[src/rtl/i2cm_pkg.sv]
`default_nettype none

package i2cm_pkg;

  // Width of the configuration registers and of the configuration data port.
  localparam int CFG_W = 16;
  localparam int CFG_IDX_W = 2;

  // Configuration register indexes.
  localparam logic [CFG_IDX_W-1:0] CFG_HALF_PERIOD = 2'd0;
  localparam logic [CFG_IDX_W-1:0] CFG_ACK_TIMEOUT = 2'd1;

  localparam logic [CFG_W-1:0] HALF_PERIOD_RST = 16'd6;
  localparam logic [CFG_W-1:0] ACK_TIMEOUT_RST = 16'd250;

  // Raw command codes as they arrive on the command field.
  localparam logic [2:0] CMD_NONE = 3'd0;
  localparam logic [2:0] CMD_START = 3'd1;
  localparam logic [2:0] CMD_STOP = 3'd2;
  localparam logic [2:0] CMD_WRITE = 3'd3;
  localparam logic [2:0] CMD_READ = 3'd4;
  localparam logic [2:0] CMD_CHECK_ACK = 3'd5;
  localparam logic [2:0] CMD_SEND_ACK = 3'd6;

  // Decoded operation; the unused code folds into OP_NONE.
  typedef enum logic [2:0] {
    OP_NONE,
    OP_START,
    OP_STOP,
    OP_WRITE,
    OP_READ,
    OP_CHECK_ACK,
    OP_SEND_ACK
  } op_t;

  // Bus phase of the bit engine.
  typedef enum logic [3:0] {
    PH_IDLE,
    PH_ST_A,
    PH_ST_B,
    PH_SP_A,
    PH_SP_B,
    PH_WR_LO,
    PH_WR_HI,
    PH_RD_LO,
    PH_RD_HI,
    PH_AK_LO,
    PH_AK_HI,
    PH_CK_LO,
    PH_CK_HI,
    PH_CK_WAIT
  } phase_t;

  // One queued tick: decoded operation plus its operands and the SDA sample.
  typedef struct packed {
    op_t        op;
    logic [7:0] tx_byte;
    logic       give_ack;
    logic       sda_sample;
  } item_t;

  localparam logic [3:0] BITS_PER_BYTE = 4'd8;

  function automatic op_t decode_cmd(input logic [2:0] cmd);
    op_t op;
    unique case (cmd)
      CMD_START:     op = OP_START;
      CMD_STOP:      op = OP_STOP;
      CMD_WRITE:     op = OP_WRITE;
      CMD_READ:      op = OP_READ;
      CMD_CHECK_ACK: op = OP_CHECK_ACK;
      CMD_SEND_ACK:  op = OP_SEND_ACK;
      default:       op = OP_NONE;
    endcase
    return op;
  endfunction

endpackage

`default_nettype wire

[src/rtl/i2cm_front.sv]
`default_nettype none

module i2cm_front (
  input  wire logic          clk,
  input  wire logic          rst,
  input  wire logic          in_valid,
  output logic               in_stall,
  input  wire logic [2:0]    command,
  input  wire logic [7:0]    tx_byte,
  input  wire logic          give_ack,
  input  wire logic          sda_sample,
  output logic               q_valid,
  output i2cm_pkg::item_t    q_item,
  input  wire logic          q_pop
);
  import i2cm_pkg::*;

  // Two-entry queue; the stall comes straight from the fill count.
  item_t       slots [2];
  logic        wr_ptr;
  logic        rd_ptr;
  logic [1:0]  count;
  logic        push;

  assign in_stall = (count == 2'd2);
  assign push     = in_valid && !in_stall;
  assign q_valid  = (count != 2'd0);
  assign q_item   = slots[rd_ptr];

  always_ff @(posedge clk) begin
    if (rst) begin
      wr_ptr <= 1'b0;
      rd_ptr <= 1'b0;
      count  <= 2'd0;
    end else begin
      if (push) begin
        wr_ptr <= !wr_ptr;
      end
      if (q_pop) begin
        rd_ptr <= !rd_ptr;
      end
      unique case ({push, q_pop})
        2'b10:   count <= count + 2'd1;
        2'b01:   count <= count - 2'd1;
        default: count <= count;
      endcase
    end
  end

  always_ff @(posedge clk) begin
    if (push) begin
      slots[wr_ptr] <= '{op: decode_cmd(command), tx_byte: tx_byte,
                         give_ack: give_ack, sda_sample: sda_sample};
    end
  end

endmodule

`default_nettype wire

[src/rtl/i2cm_back.sv]
`default_nettype none

module i2cm_back #(
  parameter int COUNTER_WIDTH = 16
) (
  input  wire logic                          clk,
  input  wire logic                          rst,
  input  wire logic                          cfg_we,
  input  wire logic [i2cm_pkg::CFG_IDX_W-1:0] cfg_index,
  input  wire logic [i2cm_pkg::CFG_W-1:0]     cfg_data,
  input  wire logic                          q_valid,
  input  wire i2cm_pkg::item_t               q_item,
  output logic                               q_pop,
  output logic                               out_valid,
  input  wire logic                          out_stall,
  output logic                               scl_level,
  output logic                               sda_level,
  output logic                               sda_drive,
  output logic                               busy_res,
  output logic                               done_res,
  output logic [7:0]                         rx_byte,
  output logic                               ack_missing
);
  import i2cm_pkg::*;

  localparam int LW = (COUNTER_WIDTH > CFG_W) ? COUNTER_WIDTH : CFG_W;
  localparam logic [LW-1:0] CNT_MAX = LW'((64'd1 << COUNTER_WIDTH) - 64'd1);

  logic [CFG_W-1:0]          half_period;
  logic [CFG_W-1:0]          ack_timeout;
  logic [LW-1:0]             hp_ext;
  logic [LW-1:0]             at_ext;
  logic [COUNTER_WIDTH-1:0]  hp_lim;
  logic [COUNTER_WIDTH-1:0]  at_lim;

  phase_t                    phase, phase_next;
  logic [COUNTER_WIDTH-1:0]  tick_count, tick_count_next, tick_inc;
  logic [COUNTER_WIDTH-1:0]  wait_count, wait_count_next;
  logic [3:0]                bit_index, bit_index_next, bit_inc;
  logic [7:0]                shift_reg, shift_reg_next;
  logic                      scl_reg, scl_reg_next;
  logic                      sda_reg, sda_reg_next;
  logic                      sda_en_reg, sda_en_reg_next;
  logic [1:0]                ack_flags, ack_flags_next;
  logic [7:0]                rx_hold, rx_hold_next;
  logic                      done_reg;

  logic                      counting;
  logic                      phase_done;
  logic                      bit_last;
  logic                      wait_hit;
  logic                      sda_in;
  op_t                       op;

  assign hp_ext = LW'(half_period);
  assign at_ext = LW'(ack_timeout);
  assign hp_lim = (hp_ext > CNT_MAX) ? CNT_MAX[COUNTER_WIDTH-1:0] : hp_ext[COUNTER_WIDTH-1:0];
  assign at_lim = (at_ext > CNT_MAX) ? CNT_MAX[COUNTER_WIDTH-1:0] : at_ext[COUNTER_WIDTH-1:0];

  assign sda_in     = q_item.sda_sample;
  assign op         = q_item.op;
  assign counting   = (phase != PH_IDLE) && (phase != PH_CK_WAIT);
  assign tick_inc   = (tick_count == '1) ? tick_count : tick_count + 1'b1;
  assign phase_done = (tick_inc >= hp_lim);
  assign bit_inc    = bit_index + 4'd1;
  assign bit_last   = (bit_inc >= BITS_PER_BYTE);
  assign wait_hit   = (wait_count >= at_lim);

  // The engine state doubles as the output register: it only moves on a pop,
  // and a pop only happens when the output slot is free or being taken.
  assign q_pop = q_valid && (!out_valid || !out_stall);

  always_comb begin
    phase_next = phase;
    unique case (phase)
      PH_IDLE: begin
        unique case (op)
          OP_START:     phase_next = PH_ST_A;
          OP_STOP:      phase_next = PH_SP_A;
          OP_WRITE:     phase_next = PH_WR_LO;
          OP_READ:      phase_next = PH_RD_LO;
          OP_CHECK_ACK: phase_next = PH_CK_LO;
          OP_SEND_ACK:  phase_next = PH_AK_LO;
          default:      phase_next = PH_IDLE;
        endcase
      end
      PH_CK_WAIT: begin
        if (!sda_in) begin
          phase_next = PH_IDLE;
        end else if (wait_hit) begin
          phase_next = PH_SP_A;
        end
      end
      default: begin
        if (phase_done) begin
          unique case (phase)
            PH_ST_A:  phase_next = PH_ST_B;
            PH_ST_B:  phase_next = PH_IDLE;
            PH_SP_A:  phase_next = PH_SP_B;
            PH_SP_B:  phase_next = PH_IDLE;
            PH_WR_LO: phase_next = PH_WR_HI;
            PH_WR_HI: phase_next = bit_last ? PH_IDLE : PH_WR_LO;
            PH_RD_LO: phase_next = PH_RD_HI;
            PH_RD_HI: phase_next = bit_last ? PH_AK_LO : PH_RD_LO;
            PH_AK_LO: phase_next = PH_AK_HI;
            PH_AK_HI: phase_next = PH_IDLE;
            PH_CK_LO: phase_next = PH_CK_HI;
            PH_CK_HI: phase_next = PH_CK_WAIT;
            default:  phase_next = PH_IDLE;
          endcase
        end
      end
    endcase
  end

  always_comb begin
    wait_count_next = wait_count;
    bit_index_next  = bit_index;
    shift_reg_next  = shift_reg;
    scl_reg_next    = scl_reg;
    sda_reg_next    = sda_reg;
    sda_en_reg_next = sda_en_reg;
    ack_flags_next  = ack_flags;
    rx_hold_next    = rx_hold;

    // Every phase change restarts the half-period count.
    if (phase_next != phase) begin
      tick_count_next = '0;
    end else if (counting) begin
      tick_count_next = tick_inc;
    end else begin
      tick_count_next = tick_count;
    end

    unique case (phase)
      PH_IDLE: begin
        unique case (op)
          OP_START: begin
            sda_en_reg_next = 1'b1;
            scl_reg_next    = 1'b1;
            sda_reg_next    = 1'b1;
          end
          OP_STOP: begin
            sda_en_reg_next = 1'b1;
            sda_reg_next    = 1'b0;
            scl_reg_next    = 1'b1;
          end
          OP_WRITE: begin
            shift_reg_next  = q_item.tx_byte;
            bit_index_next  = 4'd0;
            scl_reg_next    = 1'b0;
            sda_en_reg_next = 1'b1;
            sda_reg_next    = q_item.tx_byte[7];
          end
          OP_READ: begin
            shift_reg_next    = 8'd0;
            bit_index_next    = 4'd0;
            ack_flags_next[1] = q_item.give_ack;
            scl_reg_next      = 1'b0;
            sda_en_reg_next   = 1'b0;
          end
          OP_CHECK_ACK: begin
            ack_flags_next[0] = 1'b0;
            scl_reg_next      = 1'b0;
          end
          OP_SEND_ACK: begin
            ack_flags_next[1] = q_item.give_ack;
            scl_reg_next      = 1'b0;
            sda_en_reg_next   = 1'b1;
            sda_reg_next      = !q_item.give_ack;
          end
          default: begin
          end
        endcase
      end
      PH_CK_WAIT: begin
        if (!sda_in) begin
          scl_reg_next = 1'b0;
        end else if (wait_hit) begin
          // No acknowledge in time: flag it and release the bus with a stop.
          ack_flags_next[0] = 1'b1;
          sda_en_reg_next   = 1'b1;
          sda_reg_next      = 1'b0;
          scl_reg_next      = 1'b1;
        end else begin
          wait_count_next = (wait_count == '1) ? wait_count : wait_count + 1'b1;
        end
      end
      default: begin
        if (phase_done) begin
          unique case (phase)
            PH_ST_A:  sda_reg_next = 1'b0;
            PH_ST_B:  scl_reg_next = 1'b0;
            PH_SP_A:  sda_reg_next = 1'b1;
            PH_WR_LO: scl_reg_next = 1'b1;
            PH_WR_HI: begin
              shift_reg_next = {shift_reg[6:0], 1'b0};
              bit_index_next = bit_inc;
              scl_reg_next   = 1'b0;
              if (!bit_last) begin
                sda_reg_next = shift_reg[6];
              end
            end
            PH_RD_LO: begin
              scl_reg_next   = 1'b1;
              shift_reg_next = {shift_reg[6:0], sda_in};
            end
            PH_RD_HI: begin
              bit_index_next = bit_inc;
              scl_reg_next   = 1'b0;
              if (bit_last) begin
                rx_hold_next    = shift_reg;
                sda_en_reg_next = 1'b1;
                sda_reg_next    = !ack_flags[1];
              end
            end
            PH_AK_LO: scl_reg_next = 1'b1;
            PH_AK_HI: scl_reg_next = 1'b0;
            PH_CK_LO: begin
              sda_en_reg_next = 1'b0;
              scl_reg_next    = 1'b1;
            end
            PH_CK_HI: wait_count_next = '0;
            default: begin
            end
          endcase
        end
      end
    endcase
  end

  always_ff @(posedge clk) begin
    if (rst) begin
      half_period <= HALF_PERIOD_RST;
      ack_timeout <= ACK_TIMEOUT_RST;
      phase       <= PH_IDLE;
      tick_count  <= '0;
      wait_count  <= '0;
      bit_index   <= 4'd0;
      shift_reg   <= 8'd0;
      scl_reg     <= 1'b1;
      sda_reg     <= 1'b1;
      sda_en_reg  <= 1'b1;
      ack_flags   <= 2'b00;
      rx_hold     <= 8'd0;
      done_reg    <= 1'b0;
      out_valid   <= 1'b0;
    end else begin
      if (cfg_we) begin
        if (cfg_index == CFG_HALF_PERIOD) begin
          half_period <= cfg_data;
        end else if (cfg_index == CFG_ACK_TIMEOUT) begin
          ack_timeout <= cfg_data;
        end
      end
      if (!out_valid || !out_stall) begin
        out_valid <= q_valid;
      end
      if (q_pop) begin
        phase      <= phase_next;
        tick_count <= tick_count_next;
        wait_count <= wait_count_next;
        bit_index  <= bit_index_next;
        shift_reg  <= shift_reg_next;
        scl_reg    <= scl_reg_next;
        sda_reg    <= sda_reg_next;
        sda_en_reg <= sda_en_reg_next;
        ack_flags  <= ack_flags_next;
        rx_hold    <= rx_hold_next;
        done_reg   <= (phase != PH_IDLE) && (phase_next == PH_IDLE);
      end
    end
  end

  assign scl_level   = scl_reg;
  assign sda_level   = sda_reg;
  assign sda_drive   = sda_en_reg;
  assign busy_res    = (phase != PH_IDLE);
  assign done_res    = done_reg;
  assign rx_byte     = rx_hold;
  assign ack_missing = ack_flags[0];

endmodule

`default_nettype wire

[src/rtl/i2c_master_bit_engine.sv]
// A word accepted into the queue is registered there; it enters the engine's state registers,
// and so reaches the outputs, when it is popped, which happens only while the output slot is
// free or being taken. Throughput: one word per clock cycle while the output is not stalled.
// A two-word queue and the engine's own state registers separate the two channels.
// Reset is synchronous and active high: the bus lines go to idle high with SDA driven,
// the phase goes idle, and the registers return to half period 6 and ACK timeout 250.
`default_nettype none

module i2c_master_bit_engine #(
  parameter int COUNTER_WIDTH = 16
) (
  input  wire logic                          clk,
  input  wire logic                          rst,
  input  wire logic                          cfg_we,
  input  wire logic [i2cm_pkg::CFG_IDX_W-1:0] cfg_index,
  input  wire logic [i2cm_pkg::CFG_W-1:0]     cfg_data,
  input  wire logic                          in_valid,
  output logic                               in_stall,
  input  wire logic [2:0]                    command,
  input  wire logic [7:0]                    tx_byte,
  input  wire logic                          give_ack,
  input  wire logic                          sda_sample,
  output logic                               out_valid,
  input  wire logic                          out_stall,
  output logic                               scl_level,
  output logic                               sda_level,
  output logic                               sda_drive,
  output logic                               busy_res,
  output logic                               done_res,
  output logic [7:0]                         rx_byte,
  output logic                               ack_missing
);
  import i2cm_pkg::*;

  // Each input word is one bus tick. The front side decodes the command and
  // parks the word in a two-entry queue, so it keeps taking words while the
  // output side is stalled, until both entries are full.
  item_t q_item;
  logic  q_valid;
  logic  q_pop;

  i2cm_front u_front (
    .clk        (clk),
    .rst        (rst),
    .in_valid   (in_valid),
    .in_stall   (in_stall),
    .command    (command),
    .tx_byte    (tx_byte),
    .give_ack   (give_ack),
    .sda_sample (sda_sample),
    .q_valid    (q_valid),
    .q_item     (q_item),
    .q_pop      (q_pop)
  );

  // The back side advances the bus phase by one tick per popped word. Its
  // state registers are the result word, so a popped tick lands directly in
  // the output slot and is held there until the downstream side takes it.
  i2cm_back #(
    .COUNTER_WIDTH (COUNTER_WIDTH)
  ) u_back (
    .clk         (clk),
    .rst         (rst),
    .cfg_we      (cfg_we),
    .cfg_index   (cfg_index),
    .cfg_data    (cfg_data),
    .q_valid     (q_valid),
    .q_item      (q_item),
    .q_pop       (q_pop),
    .out_valid   (out_valid),
    .out_stall   (out_stall),
    .scl_level   (scl_level),
    .sda_level   (sda_level),
    .sda_drive   (sda_drive),
    .busy_res    (busy_res),
    .done_res    (done_res),
    .rx_byte     (rx_byte),
    .ack_missing (ack_missing)
  );

endmodule

`default_nettype wire

[config.mk]
export PLATFORM = sky130hd
export DESIGN_NAME = i2c_master_bit_engine
export DESIGN_NICKNAME = d
export VERILOG_FILES = /design/src/rtl/i2cm_pkg.sv /design/src/rtl/i2cm_front.sv /design/src/rtl/i2cm_back.sv /design/src/rtl/i2c_master_bit_engine.sv
export SDC_FILE = /design/constraint.sdc
export NUM_CORES = 1
export LEC_CHECK = 0
export BUFFER_PORTS_ARGS = -buffer_cell sky130_fd_sc_hd__buf_2
export CAP_MARGIN = 20
export CORE_MARGIN = 4
export CORE_UTILIZATION = 50
export CTS_CLUSTER_SIZE = 14
export DETAILED_ROUTE_END_ITERATION = 6
export GPL_TIMING_DRIVEN = 0
export MAX_ROUTING_LAYER = met4
export PLACE_DENSITY = 0.81
export SKIP_LAST_GASP = 1
export SLEW_MARGIN = 15
export SYNTH_ARGS = -nofsm -noshare
export SYNTH_HDL_FRONTEND = slang
export SYNTH_SLANG_ARGS = --single-unit
[constraint.sdc]
create_clock -name clk -period 4 [get_ports clk]
set_clock_uncertainty 0.1 [all_clocks]
set_input_delay 0.4 -clock clk [delete_from_list [all_inputs] [get_ports clk]]
set_output_delay 0.4 -clock clk [all_outputs]
set_load 0.05 [all_outputs]
==> results.env, run 1 <==
NUM_ANTENNA_CELLS=0
DRTITER0DRC=590
SYNTH_WARNINGS=0
FINAL_ANTENNA_NET_COUNT=0
IO_PINS=52
FINAL_HOLD_VIOL_COUNT=0
GRT_FIRST_PASS_WIRELENGTH_UM=27200
SYNTH-ASYNC-RESET-RATIO_PCT=0
POWER_DENSITY_mW_PER_MM2=571
HOLD_DEPTH=1
CLOCK_TREE.ROOT_CELL='sky130_fd_sc_hd__clkbuf_16'
HOLD_START='tx_byte[4]'
NUMCLOCKSINKS=126
SYN_NETS=833
DETAILROUTE.VIA_COUNT=6115
LEAKAGE_uW=0.00348
WORSTSETUPPATHTYPE='flop to flop'
MET3_WIRELENGTH_UM=999
POSTSYNTH.TOPFLOPCELL='sky130_fd_sc_hd__dfxtp_1'
INITIAL_CELL_DENSITY_OF_THE_CORE_PCT=50.8
SYNTH.AREA.TOP_CELLS='sky130_fd_sc_hd__dfxtp_1, sky130_fd_sc_hd__edfxtp_1, sky130_fd_sc_hd__ha_1, sky130_fd_sc_hd__nor2_1, sky130_fd_sc_hd__nand2_1'
CORE.ROWCOUNT=42
SYNTHCELLS=761
TIMING.REG2REG.SETUP_SLACK_PS=-70
HTREE_NUM_LEVELS=4
CRITICAL_PATH_PEAK_FANOUT=7
FINALMAXSLEWVIOLATIONS=0
CLK_LATENCY_PS=420
PERIOD_SHARE_PCT=102
CORE-AREA_SQ_MM=0.0132
MAX_FLOP_REGISTER='u_front.slots'
SYNTH.LARGEST_AREA_CELL='sky130_fd_sc_hd__dfxtp_1'
FILLCELLCOUNT=1063
SETUP_VIOLATIONS=15
NUMCTSBUFFERS=17
SYN-MEAN-INSTANCE-AREA_SQ_UM=8.81
POST_SYNTH_INSTANCE_AREA_SQ_MM=0.00670
WORST_SLACK_PS=-65.5
POWER.SHARE.COMBINATIONAL_PCT=40.0
CRITICAL_PATH_ARRIVAL_PS=4270
CTS.REPORTEDPATHS.CLKPINSLEW_PS=50
CHIPHEIGHT_UM=124
SYNTH_TOP_AREA_SHARE_PCT=29.9
PIN_COUNT_OF_THE_BIGGEST_NET_ENTERING_GLOBAL_ROUTING=17
VIAS_IN_THE_FIRST_GLOBAL_ROUTE=5716
INTERNAL_POWER_uW=2980
RR_ENDPOINT='u_back.sda_level$_SDFFE_PP1P_'
PORTBUFFERS=51
NETSWITCHINGPOWER_uW=1860
MAX-SLEW-MARGIN-REL_PCT=27.4
YOSYSMOSTFREQUENTCELL='sky130_fd_sc_hd__dfxtp_1'
LAYOUT-DRIVE-GT1-SHARE_PCT=23.3
PERIOD_NEEDED_PS=4070
PLACE.GP.CONGESTION=0.939
WORSTHOLDENDPOINT='u_front.slots[0][6]$_DFFE_PP_'
ANTENNA_FOUND_INITIAL=0
SYNTH_SEQ_CELLS=126
DRT-WIRELENGTH-PER-CELL_UM=17.1
FF2FF_PATH_DEPTH=17
WORSTMARGINPINSLEW_PS=1090
REGTOREGSTARTPOINT='u_back.tick_count[6]$_SDFFE_PP0P_'
UNREPAIRED_SETUP_ENDPOINTS_AFTER_GLOBAL_ROUTING='yes'
GLOBAL_ROUTE.USAGE.TOTAL_PCT=23.3
SYNTH_COMMONEST_CELLS='sky130_fd_sc_hd__dfxtp_1, sky130_fd_sc_hd__nor2_1, sky130_fd_sc_hd__nand2_1'
MAX_CAP_VIOLATIONS=0
WORST_CASE_VDD_IR_DROP_mV=0.574
FIN_HOLD_WS_PS=68.9
POWER.SHARE.SEQUENTIAL_PCT=31.1
WORSTSETUPSTARTPOINTTYPE='flop'
MET1WIRELENGTH_UM=7700
GRT_OVERFLOW=0
CLOCK_POWER_SHARE_PCT=28.9
FLOORPLAN.DIE_AREA_SQ_MM=0.0153
SYNTH_CELL_TYPES=75
TRITONCTS='built'
AREA_GROWTH_PCT=26.3
DETAILED_PLACE_HPWL_UM=12000
SYNTH-EDFF-COUNT=26
LARGEST_REGISTER_FFS=26
DRTPASS1ITERATIONS=6
SWITCHING_SHARE_OF_POWER_PCT=38.5
CTS.PATH.MAX_BUFFERS=2
POST_DRT_VIA_CELL_RATIO=5.82
MAX_FREQ_GHz=0.246
VIOLATIONS='negative setup slack'
WORSTHOLDPATHTYPE='input pin to flop'
ROUTE.DETAILED.DRC=0
ROUTED-WL-MET2_UM=8930
NNETSFINAL=933
SEQ_AREA_FRAC_SYNTH_PCT=41.5
DIE-WIDTH_UM=124
DRT-TOTAL-WL_UM=18000
POST_LAYOUT_TOTAL_POWER_uW=4840
WORST_SETUP_PATH_END_KIND='flop'
TOP_LAYER='met4'
RUN_STATUS='finished, violations left'
CP.REQUIRED_PS=4210
## cells by family (layout without fill, tap and decap cells)
logic type               count (synthesis)  after routing  synth area share [%]
AND/OR/NAND/NOR                        291            291                  21.3
AO/OA/AOI/OAI                          171            171                  17.0
flip-flops                             126            126                  41.5
buffers and inverters                   76            189                  4.70
adder cells (fa/ha/maj)                 36             36                  6.72
XOR/XNOR                                34             34                  4.44
multiplexers                            27             27                  4.33
## layout by cell type (no fill, tap or decap), drive strengths merged, types with 26 or more instances in the layout
cell type,instances
a21oi,61
buf,93
clkbuf,45
dfxtp,100
edfxtp,26
ha,36
inv,40
nand2,91
nor2,92
o21ai,26
## worst max-delay path: stages (launching register included)
cell	delay (ps)
sky130_fd_sc_hd__dfxtp_2	330
sky130_fd_sc_hd__and4_4	220
sky130_fd_sc_hd__and4_4	210
sky130_fd_sc_hd__nand4_1	150
sky130_fd_sc_hd__nor3_4	300
sky130_fd_sc_hd__nor2_4	100
sky130_fd_sc_hd__and3_4	190
sky130_fd_sc_hd__xor2_2	150
sky130_fd_sc_hd__ha_1	300
sky130_fd_sc_hd__and4_4	240
sky130_fd_sc_hd__nor3b_4	260
sky130_fd_sc_hd__a31oi_4	130
sky130_fd_sc_hd__and2_4	180
sky130_fd_sc_hd__buf_12	140
sky130_fd_sc_hd__buf_12	140
sky130_fd_sc_hd__a311oi_4	370
sky130_fd_sc_hd__a21boi_1	110
sky130_fd_sc_hd__a311o_1	320
## power groups by stage
stage / logic, uW / clock network [uW] / registers, uW
after detailed placement: 1670 / 0 / 1530
final: 1930 / 1400 / 1510
after global routing: 2070 / 1490 / 1520
after CTS: 1750 / 1410 / 1500
after floorplan: 1220 / 0 / 1560
after global placement: 1650 / 0 / 1520
## final cells by class
class	count	area, sq um	share of cell area, %
buffer	34	223	2.63
clock buffer	23	458	5.41
clock inverter	9	68.8	0.813
inverter	42	163	1.92
multi-input combinational	559	4010	47.3
sequential	126	2790	32.9
tap	176	220	2.60
timing repair buffer	81	539	6.37
## how the worst max path moves through the flow
stage,start,to,slack [ps],depth (start not counted)
6_report,u_back.tick_count[6]$_SDFFE_PP0P_,u_back.sda_level$_SDFFE_PP1P_,-70,17
5_1_grt,u_back.tick_count[6]$_SDFFE_PP0P_,u_back.sda_level$_SDFFE_PP1P_,-200,18
4_1_cts,u_back.tick_count[6]$_SDFFE_PP0P_,u_back.sda_level$_SDFFE_PP1P_,-20,17
3_5_place_dp,u_back.tick_count[3]$_SDFFE_PP0P_,u_back.tick_count[15]$_SDFFE_PP0P_,-890,16
3_3_place_gp,u_back.tick_count[3]$_SDFFE_PP0P_,u_back.tick_count[14]$_SDFFE_PP0P_,-790,16
2_1_floorplan,u_back.tick_count[3]$_SDFFE_PP0P_,u_back.tick_count[5]$_SDFFE_PP0P_,8,17
## routing by layer
| metal | track usage [%] | up-vias |
|---|---|---|
| met3 | 6.27 | 39 |
| met4 | 7.68 | 0 |
| met1 | 28.1 | 2951 |
| met5 | - | - |
| li1 | - | 2928 |
| met2 | 38.1 | 197 |
## stage by stage
stage / setup WS [ps] / util [%] / cell area (sq um) / std cells / setup TNS, ps
after global routing: -202 / 64.2 / 8470 / 1050 / -4990
final: -65.5 / 64.2 / 8470 / 1050 / -521
after floorplan: 7.88 / - / 6730 / 761 / 0
after global placement: -792 / 54.6 / 7210 / 988 / -33130
after CTS: -24.1 / 60.9 / 8030 / 1035 / -184
after detailed placement: -886 / 54.7 / 7220 / 989 / -38690
## what timing repair did
action | 4_1_cts | 5_1_grt
setup endpoints to repair | 60 | 55
hold buffers | 0 | 0
resized for setup | 45 | 59
setup buffers | 14 | 13
cloned | 0 | 2
pin swaps | 11 | 37
Power figures use the tool's default switching activity.
==> inputs of run 2 (changes only) <==
--- a/config.mk
+++ b/config.mk
@@ -5,6 +5,7 @@
 export SDC_FILE = /design/constraint.sdc
 export NUM_CORES = 1
 export LEC_CHECK = 0
+export ABC_AREA = 1
 export BUFFER_PORTS_ARGS = -buffer_cell sky130_fd_sc_hd__buf_2
 export CAP_MARGIN = 20
 export CORE_MARGIN = 4
==> results.env, run 2 <==
RUN_STATUS='finished, final reports clean'
FINAL_CELL_MIX='sky130_fd_sc_hd__nand2_1, sky130_fd_sc_hd__nor2_1, sky130_fd_sc_hd__inv_1'
FINALMAXSLEWVIOLATIONS=0
NNETSFINAL=1097
ROUTE.DETAILED.DRC=0
MAX_CAP_VIOLATIONS=0
CTS.PATH.MAX_BUFFERS=2
MAX-SLEW-MARGIN-REL_PCT=31.5
SYNTH_SEQ_CELLS=126
SYNTHADDERAREAFRAC_PCT=6.50
DRT-WIRELENGTH-PER-CELL_UM=14.8
FIN_HOLD_WS_PS=60.0
NUMCLOCKSINKS=126
WORSTSETUPSTARTPOINTTYPE='flop'
TRITONCTS='built'
SETUP_VIOLATIONS=0
STARTPOINT='u_back.tick_count[3]$_SDFFE_PP0P_'
WORSTMARGINPINSLEW_PS=1020
SYNTH_TOP_AREA_SHARE_PCT=28.9
SYNTH_WARNINGS=0
NUM_ANTENNA_CELLS=0
HOLD_START='tx_byte[5]'
IO_PINS=52
INITIAL_CELL_DENSITY_OF_THE_CORE_PCT=51.7
WORST_CASE_VDD_IR_DROP_mV=0.509
SYNTH_COMPOUND_AREA_SHARE_PCT=15.8
CTS.REPORTEDPATHS.CLKPINSLEW_PS=60
LARGEST_FAMILY_OF_LOGIC_CELLS_BY_SYNTHESIZED_AREA='simple AND/OR/NAND/NOR gates'
WORSTHOLDPATHTYPE='input pin to flop'
HTREE_NUM_LEVELS=4
POST_SYNTH_XOR_AREA_FRACTION_PCT=2.27
LEAKAGE_uW=0.00377
AREA_GROWTH_PCT=23.4
SYNTH-EDFF-COUNT=26
MAX_FREQ_GHz=0.253
MAX_FLOP_REGISTER='u_front.slots'
FINAL_HOLD_VIOL_COUNT=0
SYNTH_CELL_TYPES=47
DETAILED_PLACE_HPWL_UM=12300
SEQ_AREA_FRAC_SYNTH_PCT=40.1
PLACE.GP.CONGESTION=0.902
GRT_FIRST_PASS_WIRELENGTH_UM=27800
YOSYSMOSTFREQUENTCELL='sky130_fd_sc_hd__nand2_1'
POST_DRT_VIA_CELL_RATIO=5.45
PERIOD_NEEDED_PS=3950
NUMCTSBUFFERS=17
SYN_NETS=1008
WORST_SETUP_PATH_END_KIND='flop'
ANTENNA_FOUND_INITIAL=0
SYNTH.AREA.TOP_CELLS='sky130_fd_sc_hd__dfxtp_1, sky130_fd_sc_hd__edfxtp_1, sky130_fd_sc_hd__nand2_1, sky130_fd_sc_hd__ha_1, sky130_fd_sc_hd__nor2_1'
SYNTH_COMMONEST_CELLS='sky130_fd_sc_hd__nand2_1, sky130_fd_sc_hd__nor2_1, sky130_fd_sc_hd__inv_1'
LAYOUT-DRIVE-GT1-SHARE_PCT=19.9
UNREPAIRED_SETUP_ENDPOINTS_AFTER_GLOBAL_ROUTING='yes'
SYNTH.MUX.AREA_FRACTION_PCT=1.16
DRTPASS1ITERATIONS=7
CLOCK_TREE.ROOT_CELL='sky130_fd_sc_hd__clkbuf_16'
CORE.ROWCOUNT=42
POST_SYNTH_INSTANCE_AREA_SQ_MM=0.00693
CHIPHEIGHT_UM=126
DETAILROUTE.VIA_COUNT=6619
CRITICAL_PATH_PEAK_FANOUT=5
YOSYS.AREA_SHARE.SIMPLE_PCT=25.7
DIE-WIDTH_UM=126
SYN-MEAN-INSTANCE-AREA_SQ_UM=7.41
DRT-TOTAL-WL_UM=18000
VIAS_IN_THE_FIRST_GLOBAL_ROUTE=5902
POWER_DENSITY_mW_PER_MM2=858
CP.REQUIRED_PS=4210
GLOBAL_ROUTE.USAGE.TOTAL_PCT=22.2
GRT_OVERFLOW=0
CORE-AREA_SQ_MM=0.0134
PORTBUFFERS=51
FINAL_ANTENNA_NET_COUNT=0
SYNTHCELLS=936
LAYOUT_COMMONEST_CELL='sky130_fd_sc_hd__nand2_1'
SYNTH.LARGEST_AREA_CELL='sky130_fd_sc_hd__dfxtp_1'
SYNTH-ASYNC-RESET-RATIO_PCT=0
POSTSYNTH.TOPFLOPCELL='sky130_fd_sc_hd__dfxtp_1'
WORSTSETUPPATHTYPE='flop to flop'
FINISH.UTILIZATION_PCT=63.8
CLK_LATENCY_PS=420
FLOORPLAN.DIE_AREA_SQ_MM=0.0158
CRITICAL_PATH_ARRIVAL_PS=4160
DRTITER0DRC=624
PERIOD_SHARE_PCT=98.7
CTS_HOLD_BUF=0
PIN_COUNT_OF_THE_BIGGEST_NET_ENTERING_GLOBAL_ROUTING=17
LARGEST_REGISTER_FFS=26
REGTOREGSTARTPOINT='u_back.tick_count[3]$_SDFFE_PP0P_'
## run 2: cell count changes after synthesis, sizes merged, moves of 9 or more
cell,change
nand3,+39
nor2,+32
a22o,-14
inv,+78
nand2,+91
a21oi,+25
mux2i,-9
mux2,-10
xnor2,-16
o21ai,+53
or3,-10
## run 2: worst paths after layout
path	end	slack (ps)	cells past startpoint
worst max-delay path	u_back.tick_count[6]$_SDFFE_PP0P_	50	24
worst min register to register	u_front.rd_ptr$_SDFFE_PP0P_	360	1
worst min-delay path	u_front.slots[1][7]$_DFFE_PP_	60	1
worst max register to register	u_back.tick_count[6]$_SDFFE_PP0P_	50	24
## run 2: per-stage QoR
stage	power [uW]	worst slack, ps	instances	cell area (sq um)	TNS (ps)
after global routing	7830	-195	1214	8550	-3150
after detailed placement	4820	-446	1163	7410	-11690
after CTS	6580	19.3	1197	8120	0
final	7340	51.5	1214	8550	0
after global placement	4770	-333	1163	7410	-7430
after floorplan	4180	432	936	6930	0
## run 2: repair_timing
action                     in CTS  in global routing
cloned                          0                  3
pin swaps                       2                 22
setup buffers                   2                 14
resized for setup              11                 68
setup endpoints to repair      49                 42
## run 2: cells by family after synthesis
group / after synthesis
AOI/OAI and AO/OA: 197
buffers and inverters: 146
muxes: 8
xor gates and xnor gates: 18
and+or+nand+nor: 405
adders and majority gates: 36
DFF: 126
## run 2: cell type report
class	instances	area (sq um)
fillers	1136	4850
repair buffers	69	433
clock inverters	12	173
well taps	176	220
clock buffers	20	472
plain buffers	25	138
inverters	121	457
multi-input cells	665	3870
flip-flops and latches	126	2800
## run 2: metal layers
metal  GRT usage [%]  up-vias  part of all wire [%]  routed length (um)
met1            27.6     2994                    43                7650
met4            9.15        0                   3.8                 677
met2            35.1      267                    47                8410
li1                -     3296                     -                   -
met5               -        -                     0                   0
met3            4.74       62                   6.9                1240
## run 2: power breakdown
part	internal, uW	leakage (uW)	switching (uW)
combinational	1430	0.00239	2470
sequential	1550	0.00106	210
clock	1060	0.000314	619
total	4040	0.00377	3300
## run 2: critical path, stage by stage (launching register included)
cell                        delay (ps)
sky130_fd_sc_hd__dfxtp_2           360
sky130_fd_sc_hd__inv_1             130
sky130_fd_sc_hd__nor3_4            240
sky130_fd_sc_hd__nand3_4           130
sky130_fd_sc_hd__nor3_4            200
sky130_fd_sc_hd__nand2_2           120
sky130_fd_sc_hd__nand3_2            90
sky130_fd_sc_hd__nor2_2             60
sky130_fd_sc_hd__a21oi_1           280
sky130_fd_sc_hd__ha_1              310
sky130_fd_sc_hd__a21o_1            180
sky130_fd_sc_hd__nor2_1            100
sky130_fd_sc_hd__nand2_1            70
sky130_fd_sc_hd__nand2_2           120
sky130_fd_sc_hd__buf_6             130
sky130_fd_sc_hd__nand4_1           120
sky130_fd_sc_hd__nand3_2           120
sky130_fd_sc_hd__nand2_2            80
sky130_fd_sc_hd__nand2_1            90
sky130_fd_sc_hd__nand2_2            70
sky130_fd_sc_hd__nor2_4            190
sky130_fd_sc_hd__nand3_4           180
sky130_fd_sc_hd__clkbuf_16         200
sky130_fd_sc_hd__a21oi_1           110
sky130_fd_sc_hd__nor2_1             60
